--- src/design/pfs_pkg.sv ---
// Shared types and operation codes of the primitive field serializer.
package pfs_pkg;

  localparam int ValueWidth = 64;
  localparam int OffsetWidth = 48;

  localparam logic [2:0] OP_BYTE     = 3'd0;
  localparam logic [2:0] OP_INT16    = 3'd1;
  localparam logic [2:0] OP_INT32    = 3'd2;
  localparam logic [2:0] OP_INT64    = 3'd3;
  localparam logic [2:0] OP_VARINT32 = 3'd4;
  localparam logic [2:0] OP_VARINT64 = 3'd5;

  typedef struct packed {
    logic [2:0]            operation;
    logic [ValueWidth-1:0] value;
  } pfs_in_t;

  typedef struct packed {
    logic [7:0]             out_byte;
    logic [OffsetWidth-1:0] byte_offset;
    logic                   last;
  } pfs_out_t;

  // Current digit offered by the shifter.
  typedef struct packed {
    logic       busy;
    logic [7:0] data;
    logic       last;
  } pfs_digit_t;

endpackage

--- src/design/pfs_shifter.sv ---
// Byte-serial shift register: big-endian and 7-bit group forms.
module pfs_shifter (
  input  logic            clk,
  input  logic            rst_n,
  input  logic            load,
  input  pfs_pkg::pfs_in_t item,
  input  logic            step,
  output pfs_pkg::pfs_digit_t digit
);
  import pfs_pkg::*;

  logic [ValueWidth-1:0] sr_r, sr_nxt;
  logic [2:0]            cnt_r, cnt_nxt;
  logic                  varint_r, varint_nxt;
  logic                  busy_r, busy_nxt;
  logic                  more;

  // more groups follow the current one
  assign more = |sr_r[ValueWidth-1:7];

  always_comb begin
    digit.busy = busy_r;
    if (varint_r) begin
      digit.data = {more, sr_r[6:0]};
      digit.last = !more;
    end else begin
      digit.data = sr_r[ValueWidth-1:ValueWidth-8];
      digit.last = (cnt_r == 3'd0);
    end
  end

  always_comb begin
    sr_nxt     = sr_r;
    cnt_nxt    = cnt_r;
    varint_nxt = varint_r;
    busy_nxt   = busy_r;
    if (step && busy_r) begin
      if (digit.last) begin
        busy_nxt = 1'b0;
      end
      if (varint_r) begin
        sr_nxt = sr_r >> 7;
      end else begin
        sr_nxt = sr_r << 8;
      end
      cnt_nxt = cnt_r - 3'd1;
    end
    if (load) begin
      busy_nxt   = 1'b1;
      varint_nxt = 1'b0;
      cnt_nxt    = 3'd0;
      sr_nxt     = item.value;
      case (item.operation)
        OP_BYTE: begin
          sr_nxt = {item.value[7:0], 56'd0};
        end
        OP_INT16: begin
          sr_nxt  = {item.value[15:0], 48'd0};
          cnt_nxt = 3'd1;
        end
        OP_INT32: begin
          sr_nxt  = {item.value[31:0], 32'd0};
          cnt_nxt = 3'd3;
        end
        OP_INT64: begin
          cnt_nxt = 3'd7;
        end
        OP_VARINT32: begin
          sr_nxt     = {32'd0, item.value[31:0]};
          varint_nxt = 1'b1;
        end
        OP_VARINT64: begin
          varint_nxt = 1'b1;
        end
        default: begin
          // undefined code: item dropped
          busy_nxt = 1'b0;
          sr_nxt   = sr_r;
        end
      endcase
    end
  end

  always_ff @(posedge clk) begin
    if (!rst_n) begin
      busy_r <= 1'b0;
    end else begin
      busy_r <= busy_nxt;
    end
    sr_r     <= sr_nxt;
    cnt_r    <= cnt_nxt;
    varint_r <= varint_nxt;
  end

endmodule

--- src/design/pfs_position.sv ---
// Running stream position counter, wrapping at its width.
module pfs_position #(
  parameter int PositionWidth = 48
) (
  input  logic                           clk,
  input  logic                           rst_n,
  input  logic                           inc,
  output logic [pfs_pkg::OffsetWidth-1:0] offset
);
  import pfs_pkg::*;

  logic [PositionWidth-1:0] pos_r, pos_nxt;
  logic [63:0]              pos_ext;

  assign pos_nxt = inc ? pos_r + 1'b1 : pos_r;
  assign pos_ext = 64'(pos_r);
  assign offset  = pos_ext[OffsetWidth-1:0];

  always_ff @(posedge clk) begin
    if (!rst_n) begin
      pos_r <= '0;
    end else begin
      pos_r <= pos_nxt;
    end
  end

endmodule

--- src/design/primitive_field_serializer_top.sv ---
// Primitive field serializer: big-endian and varint encodings, one byte per cycle while out_ready holds.
// An accepted item is loaded into the shifter; each of its bytes then moves into the output register.
// Each item gives 1, 2, 4 or 8 bytes (fixed widths) or 1..5 / 1..10 bytes (varint32 / varint64),
// set by the byte-serial shift register; the next item is taken as the final byte is handed over.
// An undefined operation code is accepted and emits nothing.
// Reset (rst_n, synchronous, low): stream position to zero, pipeline emptied.
module primitive_field_serializer_top #(
  parameter int POSITION_WIDTH = 48
) (
  input  logic              clk,
  input  logic              rst_n,
  input  logic              in_valid,
  output logic              in_ready,
  input  pfs_pkg::pfs_in_t  in_data,
  output logic              out_valid,
  input  logic              out_ready,
  output pfs_pkg::pfs_out_t out_data
);
  import pfs_pkg::*;

  pfs_digit_t              digit;
  logic                    advance;
  logic                    load;
  logic [OffsetWidth-1:0]  offset;
  logic                    out_valid_r;
  pfs_out_t                out_data_r;

  // Move the current byte into the output register when it is empty or being drained.
  assign advance = digit.busy && (!out_valid_r || out_ready);

  // A new item is taken when the shifter is idle or is handing over its final byte.
  assign in_ready = !digit.busy || (advance && digit.last);
  assign load     = in_valid && in_ready;

  pfs_shifter u_shifter (
    .clk   (clk),
    .rst_n (rst_n),
    .load  (load),
    .item  (in_data),
    .step  (advance),
    .digit (digit)
  );

  pfs_position #(
    .PositionWidth (POSITION_WIDTH)
  ) u_position (
    .clk    (clk),
    .rst_n  (rst_n),
    .inc    (advance),
    .offset (offset)
  );

  // Output register: parts the shifter from the downstream stall.
  always_ff @(posedge clk) begin
    if (!rst_n) begin
      out_valid_r <= 1'b0;
    end else if (advance) begin
      out_valid_r <= 1'b1;
    end else if (out_ready) begin
      out_valid_r <= 1'b0;
    end
    if (advance) begin
      out_data_r.out_byte    <= digit.data;
      out_data_r.byte_offset <= offset;
      out_data_r.last        <= digit.last;
    end
  end

  assign out_valid = out_valid_r;
  assign out_data  = out_data_r;

endmodule

--- config.mk ---
export PLATFORM = sky130hd
export DESIGN_NAME = primitive_field_serializer_top
export DESIGN_NICKNAME = d
export VERILOG_FILES = /design/src/design/pfs_pkg.sv /design/src/design/pfs_shifter.sv /design/src/design/pfs_position.sv /design/src/design/primitive_field_serializer_top.sv
export SDC_FILE = /design/constraint.sdc
export NUM_CORES = 1
export LEC_CHECK = 0
export ABC_AREA = 1
export BUFFER_PORTS_ARGS = -buffer_cell sky130_fd_sc_hd__buf_2
export CAP_MARGIN = 20
export CORE_MARGIN = 3
export CORE_UTILIZATION = 45
export DETAILED_ROUTE_END_ITERATION = 8
export MAX_ROUTING_LAYER = met4
export PLACE_DENSITY = 0.73
export SLEW_MARGIN = 10
export SYNTH_ARGS = -nofsm -noshare
export SYNTH_HDL_FRONTEND = slang
export SYNTH_SLANG_ARGS = --single-unit
--- constraint.sdc ---
create_clock -name clk -period 5 [get_ports clk]
set_input_delay 0.25 -clock clk [delete_from_list [all_inputs] [get_ports clk]]
set_output_delay 0.25 -clock clk [all_outputs]
set_load 0.005 [all_outputs]
# ---- Word-level counts from Yosys, hierarchy flattened
# Cells that the tools add are included.
dict set report word_totals {
  mem_bits_rw 0
  reg_bits 175
  memories 0
  rom_bits 0
  latchBits 0
}
dict set report classes {
  n_lt_le_gt_ge 0
  n_eq_ne 6
  bitwise_logic 0
  div 0
  mul 0
  n_reduce_logical 20
  shift 0
  n_mux 15
  add_sub_neg 2
}
# op n
set op_table {}
lappend op_table {{64-bit one-hot mux with 5 select lines} 1}
lappend op_table {{64-bit two-way mux} 3}
lappend op_table {{57-bit OR reduction} 1}
lappend op_table {{48-bit by 1-bit adder with 48-bit output, second input constant} 1}
lappend op_table {{9-bit two-way mux} 1}
lappend op_table {{3-bit one-hot mux with 3 select lines} 1}
lappend op_table {{1-bit two-way mux} 7}
lappend op_table {{3-bit by 2-bit equality test with 1-bit output, second input constant} 2}
lappend op_table {{3-bit equality test, second input constant} 2}
lappend op_table {{3-bit logical NOT} 2}
lappend op_table {{3-bit two-way mux} 2}
lappend op_table {{6-bit by 2-bit inequality test with 1-bit output, second input constant} 1}
lappend op_table {{2-bit nonzero test} 3}
lappend op_table {{6-bit OR reduction} 1}
lappend op_table {{1-bit logical AND} 4}
lappend op_table {{2-bit AND reduction} 2}
lappend op_table {{2-bit OR reduction} 2}
lappend op_table {{3-bit by 1-bit equality test with 1-bit output, second input constant} 1}
lappend op_table {{1-bit logical NOT} 3}
lappend op_table {{3-bit by 1-bit subtractor with 3-bit output, second input constant} 1}
lappend op_table {{1-bit logical OR} 2}

# ---- Logic depth before layout (Yosys ltp)
# Gate-level depths: netlist of the first run.
dict set report logic_depth {
  word_depth 8
  depth_mapped 13
  depth_no_buf 12
}

# ---- By module
# Synthesis of the first run repeated with hierarchy kept, for this count alone.
dict set report hier_totals {
  cells_unflattened 1017
  hier_area_um2 8779.7
}
# mod instances cells_each area_per_inst_um2 seq_area_each_um2
set modules_own_cells {}
lappend modules_own_cells {pfs_shifter 1 492 4252.8 2062.0}
lappend modules_own_cells {pfs_position 1 458 2742.6 960.9}
lappend modules_own_cells {primitive_field_serializer_top 1 67 1784.2 1731.7}

# ---- Worst setup path after synthesis of the first run
# OpenSTA, ideal clock, no wires.
dict set report synth_path {
  kind {register -> register}
  from {register u_shifter.busy_r}
  to {register u_shifter.sr_r[0] (enable)}
  n_path_buf 1
  path_slack_ps 592
  arrival_ps 3984
  path_stages_with_launch 6
  synth_period_minus_slack_ps 4408
  cell_sequence {dfxtp_1 inv_2 a21oi_4 clkbuf_1 nand2_1 nand2_1}
}
dict set report synth_via {
  elab_chain_len 6
}
# element line
set synth_lines {}
lappend synth_lines {{from (decl)} pfs_shifter.sv:15} ;# logic busy_r, busy_nxt;
lappend synth_lines {{from (signal assigned)} pfs_shifter.sv:88} ;# busy_r <= busy_nxt;
lappend synth_lines {{1-bit logical AND (*)} primitive_field_serializer_top.sv:29} ;# assign advance = digit.busy && (!out_valid_r || out_ready);
lappend synth_lines {{named net advance} primitive_field_serializer_top.sv:22} ;# logic advance;
lappend synth_lines {{1-bit logical AND} primitive_field_serializer_top.sv:32} ;# assign in_ready = !digit.busy || (advance && digit.last);
lappend synth_lines {{1-bit logical OR} primitive_field_serializer_top.sv:32}
lappend synth_lines {{1-bit logical AND} primitive_field_serializer_top.sv:33} ;# assign load = in_valid && in_ready;
lappend synth_lines {{6-bit by 2-bit inequality test with 1-bit output (no line) / 2-bit nonzero test (equally long branches)} -}
lappend synth_lines {{2-bit AND reduction (no line) (*)} -}
lappend synth_lines {{to (signal assigned)} pfs_shifter.sv:90} ;# sr_r <= sr_nxt;
lappend synth_lines {{to (decl)} pfs_shifter.sv:12} ;# logic [ValueWidth-1:0] sr_r, sr_nxt;
# The timed path passes the listed nets; every way through them passes the cells marked *.
# A chain may end at the register's enable or synchronous reset.

# ---- Final worst setup path of the first run
dict set report layout_path {
  from {register u_shifter.sr_r[9]}
  to {output in_ready}
}
dict set report layout_via {
  elab_chain_len 5
}
# element line
set layout_lines {}
lappend layout_lines {{57-bit OR reduction} pfs_shifter.sv:19} ;# assign more = |sr_r[ValueWidth-1:7];
lappend layout_lines {{1-bit logical NOT} pfs_shifter.sv:25} ;# digit.last = !more;
lappend layout_lines {{9-bit two-way mux} pfs_shifter.sv:23} ;# if (varint_r) begin
lappend layout_lines {{1-bit logical AND} primitive_field_serializer_top.sv:32}
lappend layout_lines {{1-bit logical OR} primitive_field_serializer_top.sv:32}
lappend layout_lines {{to (decl)} primitive_field_serializer_top.sv:13} ;# output logic in_ready,
# Every way passes these cells.

==> summary.txt, run 1 <==
Outcome
  • Outcome: finished clean

Worst setup path
  • Reg2reg end: u_shifter.sr_r[27]
  • Crit end category: primary output
  • Crit Path Max Fanout: 49
  • Worst R2R Path Depth: 12
  • Worst Setup SP: u_shifter.sr_r[9]
  • Worst r2r src: u_shifter.sr_r[9]
  • Worst endpoint required time: around 4800 ps
  • Crit Path Category: reg -> out
  • R2R setup slack: between 1500 and 2000 ps
  • Startpoint types: register
  • Worst path arrival time: roughly 2800 ps

Timing
  • Final period util: around three fifths
  • Unrepaired setup endpoints after global routing: no
  • Setup Viol. Count Final: 0
  • Worst slew margin: a little under a third
  • Final Hold Fails: 0
  • Layout Skew: 9.05 ps
  • Maximum clock rate: roughly 330 MHz
  • Crit path time final: ~3000 ps
  • Fin. max-slew vios: 0
  • Total negative setup slack: 0 ps
  • Tightest Pin Transition: approximately 1000 ps

Global routing
  • Vias in the first global route: 8074
  • Largest net degree at the start of global routing: 83
  • Grt total ovfl: 0
  • Initial antenna violation count: 0
  • All-layer global routing usage: 24.7%
  • First-pass GRT wire length: 44300 µm

Power and ir drop
  • P_sw: 0.00104 W
  • Switching Share: 28.9%
  • Reg power frac: 48.5%
  • Worst vdd ir: 219 µV
  • Gate power share: between 10% and 20%
  • Internal power: 0.00256 W
  • Static Leak: approximately 4.7 nW
  • Part of the power in the clock network: 37.9%
  • Power per cell area: 326 nW/µm²

Clock network
  • Worst skew pair latency: 440 ps
  • Worst-path clk slew: 70 ps
  • CTS Hold Bufs: 0
  • CTS tree: yes
  • CTS root buf: clkbuf_16
  • H-tree depth: 4
  • Clock Sinks: 175
  • Postcts setup bufs: 0
  • Clock tree buffer depth: 2
  • Num CTS Buffers: 17
  • Post_cts resized: 0

Finish
  • Area growth, synth to finish: 15.0%
  • Filler Cell Count: 1960
  • Final Non-Filler Cells: 1675
  • Nets: 1466
  • Reg area: 4750 µm²
  • Layout cells sized above 1: 14.5%
  • # diodes: 0
  • Area of the multi-input gates: roughly 4000 µm²

Logic synthesis
  • Synth top area cells: edfxtp_1 39%, nand2_1 19%, dfxtp_1 10%
  • Yosys reg bits: approximately 180
  • Syn nets: 1360
  • Cell count after synthesis: 1286
  • Synthesized cell area: 9620 µm²
  • Number of enable flip-flop cells after synthesis: 125
  • Most instantiated library cell after synthesis: nand2_1
  • Sequential element share of the synthesized area: 49.4%
  • Post-synth top area cell: edfxtp_1
  • Ys async rst share: 0%
  • Distinct cells, synth: 37
  • Primary FF master, synth: edfxtp_1
  • Top post-synthesis cells by count: 479 x nand2_1, 148 x nor2_1, 125 x edfxtp_1
  • Yosys warns: 0
  • Area share of the largest cell type after synthesis: 39.0%
  • Mapped Avg Cell Area: 7.48 µm²

Routing
  • DR vias/cell: approximately 5.4
  • Routed via count: between 8000 and 9000
  • Detailed-route DRC error count: 0
  • DRT iter0 DRCs: 1147
  • Detailed-route wire length per cell: 17.0 µm
  • Routed WL: 28500 µm
  • ANT nets after route: 0
  • Detailed Routing Iterations Pass 1: 7

Flow run
  • Total of max-cap violations: 0

Floorplanning
  • Initial Util: 46.7%
  • Chip height: 152 µm
  • Row Count: 52
  • Die area: 23200 µm²
  • Io pins: 130
  • Die Wd: ~150 µm
  • Core ar.: 20600 µm²

Hold path
  • Min-delay worst type: in -> reg
  • Hold EP: out_valid
  • Min-delay src: out_ready
  • WHS Path Cells: 4

Placement
  • Gpl congestion: 0.978
  • PortBufs: 129
  • Post-DP HPWL: 21100 µm
  • Placed insts: about 1600
## state kept, by name, summed over array words and instances (netlist names)
name                count
u_shifter.sr_r         64
u_shifter.busy_r        1
u_shifter.varint_r      1
u_position.offset      48
out_valid               1
u_shifter.cnt_r         3
out_data               57
## worst max-delay path by stage
stage / to / slack [ps] / cells past startpoint
finish: in_ready / 2000 / 11
global route: u_shifter.sr_r[30] / 1710 / 12
CTS: u_shifter.sr_r[21] / 1660 / 12
detailed placement: u_shifter.sr_r[21] / 1670 / 12
global placement: u_shifter.sr_r[26] / 1770 / 12
floorplan: u_shifter.sr_r[0] / 590 / 5
## routing by layer
metal	track usage, %	routed length (µm)
met5	-	0
met4	7.88	699
met3	6.25	3170
met2	35.2	12300
met1	34.7	12300
## stage by stage
stage	utilization, %	instance area, µm²	hold slack [ps]	setup WS, ps	total power, W
floorplan	-	9620	388	592	0.00208
finish	53.7	11100	186	2000	0.00361
global placement	50.4	10400	450	1770	0.00224
global route	53.7	11100	204	1710	0.00375
detailed placement	50.4	10400	449	1670	0.00225
CTS	53.3	11000	172	1660	0.00360
## cell type report
type                    count  area share [%]
clock buffers              17            3.84
clock inverters            15            1.70
flip-flops and latches    175            43.0
inverters                 125            4.24
well taps                 270            3.05
multi-input cells         933            37.2
repair buffers            140            6.97
## layout by cell type, fill, tap and decap left out, types with 2 or more instances in the layout
cell type   count
nor3_1         30
nor3_2          2
o221ai_1        8
inv_8           6
a21oi_1        45
nand4_1        19
nor2_1        147
buf_16          2
clkinv_8        3
o22ai_1         8
nor2_4          3
a31oi_1         2
o21ai_0        58
nor2_2          5
nand2_2         7
inv_6           3
clkinvlp_4      2
inv_2           6
nand2_1       478
edfxtp_1      125
o21a_1          4
dfxtp_1        50
xor2_1          7
nand2_4         2
nand3_1        94
ha_1            3
clkbuf_16      17
buf_2         129
nand3_2         2
buf_4           8
inv_1         118
## cells by family after synthesis
family	count (synthesis)	synth area share [%]
DFF	175	49.4
AOI/OAI and AO/OA	129	7.43
xor gates and xnor gates	8	0.728
buffers and inverters	178	7.84
adders and majority gates	3	0.390
and+or+nand+nor	793	34.2
## worst max-delay path: stages (launching register included)
cell,delay [ps]
edfxtp_1,420
nor2_1,130
nand2_1,80
nor2_1,130
nand2_1,70
nor2_1,130
nand2_1,90
nand2_1,80
nand3_1,90
nand2_2,350
buf_4,490
buf_2,200
## power by group through the flow
stage | clock, W | sequential [W] | combinational [W]
6_report | 0.00137 | 0.00175 | 0.000490
5_1_grt | 0.00145 | 0.00176 | 0.000541
4_1_cts | 0.00138 | 0.00175 | 0.000470
3_5_place_dp | 0 | 0.00178 | 0.000467
3_3_place_gp | 0 | 0.00177 | 0.000468
2_1_floorplan | 0 | 0.00177 | 0.000303
Power figures use the tool's default switching activity.
==> inputs of run 2 (changes only) <==
Clock period 5 ns to 2.8 ns, I/O delays scaled along.
==> summary.txt, run 2 (synthesized netlist as in run 1, its figures left out) <==
Clock network
  • CTS Hold Bufs: 1 (+1)
  • Num CTS Buffers: 17 (unchanged)
  • Postcts setup bufs: 0 (unchanged)
  • CTS root buf: clkbuf_16
  • Clock Sinks: 175 (unchanged)
  • H-tree depth: 4 (unchanged)
  • CTS tree: yes
  • Clock tree buffer depth: 2 (unchanged)
  • Worst-path clk slew: 70 ps (about the same)
  • Worst skew pair latency: 440 ps (about the same)
  • Post_cts resized: 0 (unchanged)

Floorplanning
  • Die area: 23200 µm² (unchanged)
  • Core ar.: 20600 µm² (unchanged)
  • Chip height: 152 µm (unchanged)
  • Die Wd: 152 µm (unchanged)
  • Initial Util: 46.7% (unchanged)
  • Io pins: 130 (unchanged)
  • Row Count: 52 (unchanged)

Timing
  • Tightest Pin Transition: 742 ps (-299 ps)
  • Fin. max-slew vios: 0 (unchanged)
  • Worst slew margin: 50.5% (+20 points)
  • Final Hold Fails: 0 (unchanged)
  • Hold WS: 78.5 ps (-107 ps)
  • Layout Skew: 10.8 ps (+1.74 ps)
  • Final period util: between 90% and 100%
  • Unrepaired setup endpoints after global routing: no
  • Setup Viol. Count Final: 0 (unchanged)
  • Total negative setup slack: 0 ps (unchanged)
  • Crit path time final: 2640 ps
  • Maximum clock rate: between 300 and 400 MHz

Power and ir drop
  • Worst vdd ir: 353 µV (+61%)
  • Power per cell area: 579 nW/µm² (+78%)
  • Gate power share: 13.4% (-0.2 points)
  • Internal power: 0.00451 W (+76%)
  • Switching Share: 29.8% (+0.97 points)
  • P_sw: 0.00192 W (+84%)
  • Part of the power in the clock network: 37.6% (-0.3 points)
  • Static Leak: 4.67 nW (+0.39%)
  • Total Power: 0.00643 W (+78%)
  • Reg power frac: 48.9% (+0.4 points)

Worst setup path
  • Crit end category: register
  • Worst endpoint required time: 3100 ps (-1650 ps)
  • R2R setup slack: 160 ps (-1840 ps)
  • Worst R2R Path Depth: 12 (unchanged)
  • Startpoint types: register
  • Worst Setup SP: u_shifter.sr_r[56]
  • Setup crit end: u_shifter.sr_r[59]
  • Worst r2r src: u_shifter.sr_r[56]
  • Reg2reg end: u_shifter.sr_r[59]
  • Crit Path Max Fanout: 67 (+37%)
  • Crit Path Category: reg -> reg
  • Worst path arrival time: 2940 ps (+190 ps)

Routing
  • Routed via count: 9180 (+2.0%)
  • ANT nets after route: 0 (unchanged)
  • Detailed Routing Iterations Pass 1: 6 (-1)
  • Detailed-route wire length per cell: 17.2 µm (+0.84%)
  • Detailed-route DRC error count: 0 (unchanged)
  • DR vias/cell: 5.46 (+1.7%)
  • Routed WL: 28800 µm (+1.1%)
  • DRT iter0 DRCs: 1131 (-1.4%)

Flow run
  • Total of max-cap violations: 0 (unchanged)

Finish
  • Top reg by flops: u_shifter.sr_r
  • # diodes: 0 (unchanged)
  • Nets: 1471 (+0.34%)
  • Area growth, synth to finish: 15.4%
  • Max FFs per register: 64 (unchanged)
  • Most frequent cells in the layout: 478 x nand2_1, 147 x nor2_1, 129 x buf_2
  • Commonest non-fill, non-tap cell in the layout: nand2_1
  • Layout cells sized above 1: 14.8% (+0.23 points)
  • Final Non-Filler Cells: 1680 (+0.30%)

Global routing
  • Grt total ovfl: 0 (unchanged)
  • Largest net degree at the start of global routing: 83 (unchanged)
  • All-layer global routing usage: 25.1% (+0.42 points)
  • First-pass GRT wire length: 45500 µm (+2.7%)
  • Initial antenna violation count: 0 (unchanged)
  • Vias in the first global route: 8403 (+4.1%)

Placement
  • Gpl congestion: 1.02 (+4.5%)
  • PortBufs: 129 (unchanged)
  • Post-DP HPWL: 20700 µm (-1.7%)
  • Placed insts: 1647 (+0.43%)

Outcome
  • Outcome: finished clean

Hold path
  • Min-delay worst type: in -> reg
run 2: critical path, stage by stage, from the launching register on:
cell      delay [ps]
edfxtp_1         510
nor2_1           140
nand2_1           60
nor2_1           190
nand2_1           80
nor2_1           120
nand2_1           90
nand2_1          100
nand3_1           90
nand2_2          120
buf_4            580
nand3_1          260
nand2_1          140
run 2: how the worst min path moves through the flow:
stage	start	cells after the start	slack, ps	endpoint
after floorplan	rst_n	2	280	u_position.offset[0]
after global placement	u_position.offset[19]	0	450	out_data[20]
after detailed placement	u_position.offset[19]	0	450	out_data[20]
after CTS	out_ready	4	70	out_valid
after global routing	out_ready	4	110	out_valid
final	out_ready	4	80	out_valid
run 2: stage by stage:
stage	util, %	instance area, µm²	worst slack [ps]
4_1_cts	53.8	11100	262
2_1_floorplan	-	9630	101
3_5_place_dp	50.8	10500	281
5_1_grt	53.8	11100	5.62
3_3_place_gp	50.8	10500	288
6_report	53.8	11100	155
run 2: power by group through the flow:
stage	registers, W	logic (W)	clock network (W)
final	0.00314	0.000861	0.00242
after global routing	0.00316	0.000960	0.00253
after CTS	0.00314	0.000849	0.00243
after detailed placement	0.00320	0.000843	0
after global placement	0.00319	0.000834	0
after floorplan	0.00316	0.000543	0
run 2: final cells by class:
cell class | count | area [µm²]
flip-flops and latches | 175 | 4750
repair buffers | 145 | 806
inverters | 125 | 469
fillers | 1955 | 9520
clock buffers | 17 | 425
clock inverters | 15 | 188
multi-input cells | 933 | 4120
well taps | 270 | 338
run 2: layer usage:
metal	up-vias	track usage, %	routed length (µm)
met5	-	-	0
met4	0	7.45	715
met3	56	5.11	3020
met2	499	36.6	12600
met1	4218	35.6	12500
li1	4407	-	-
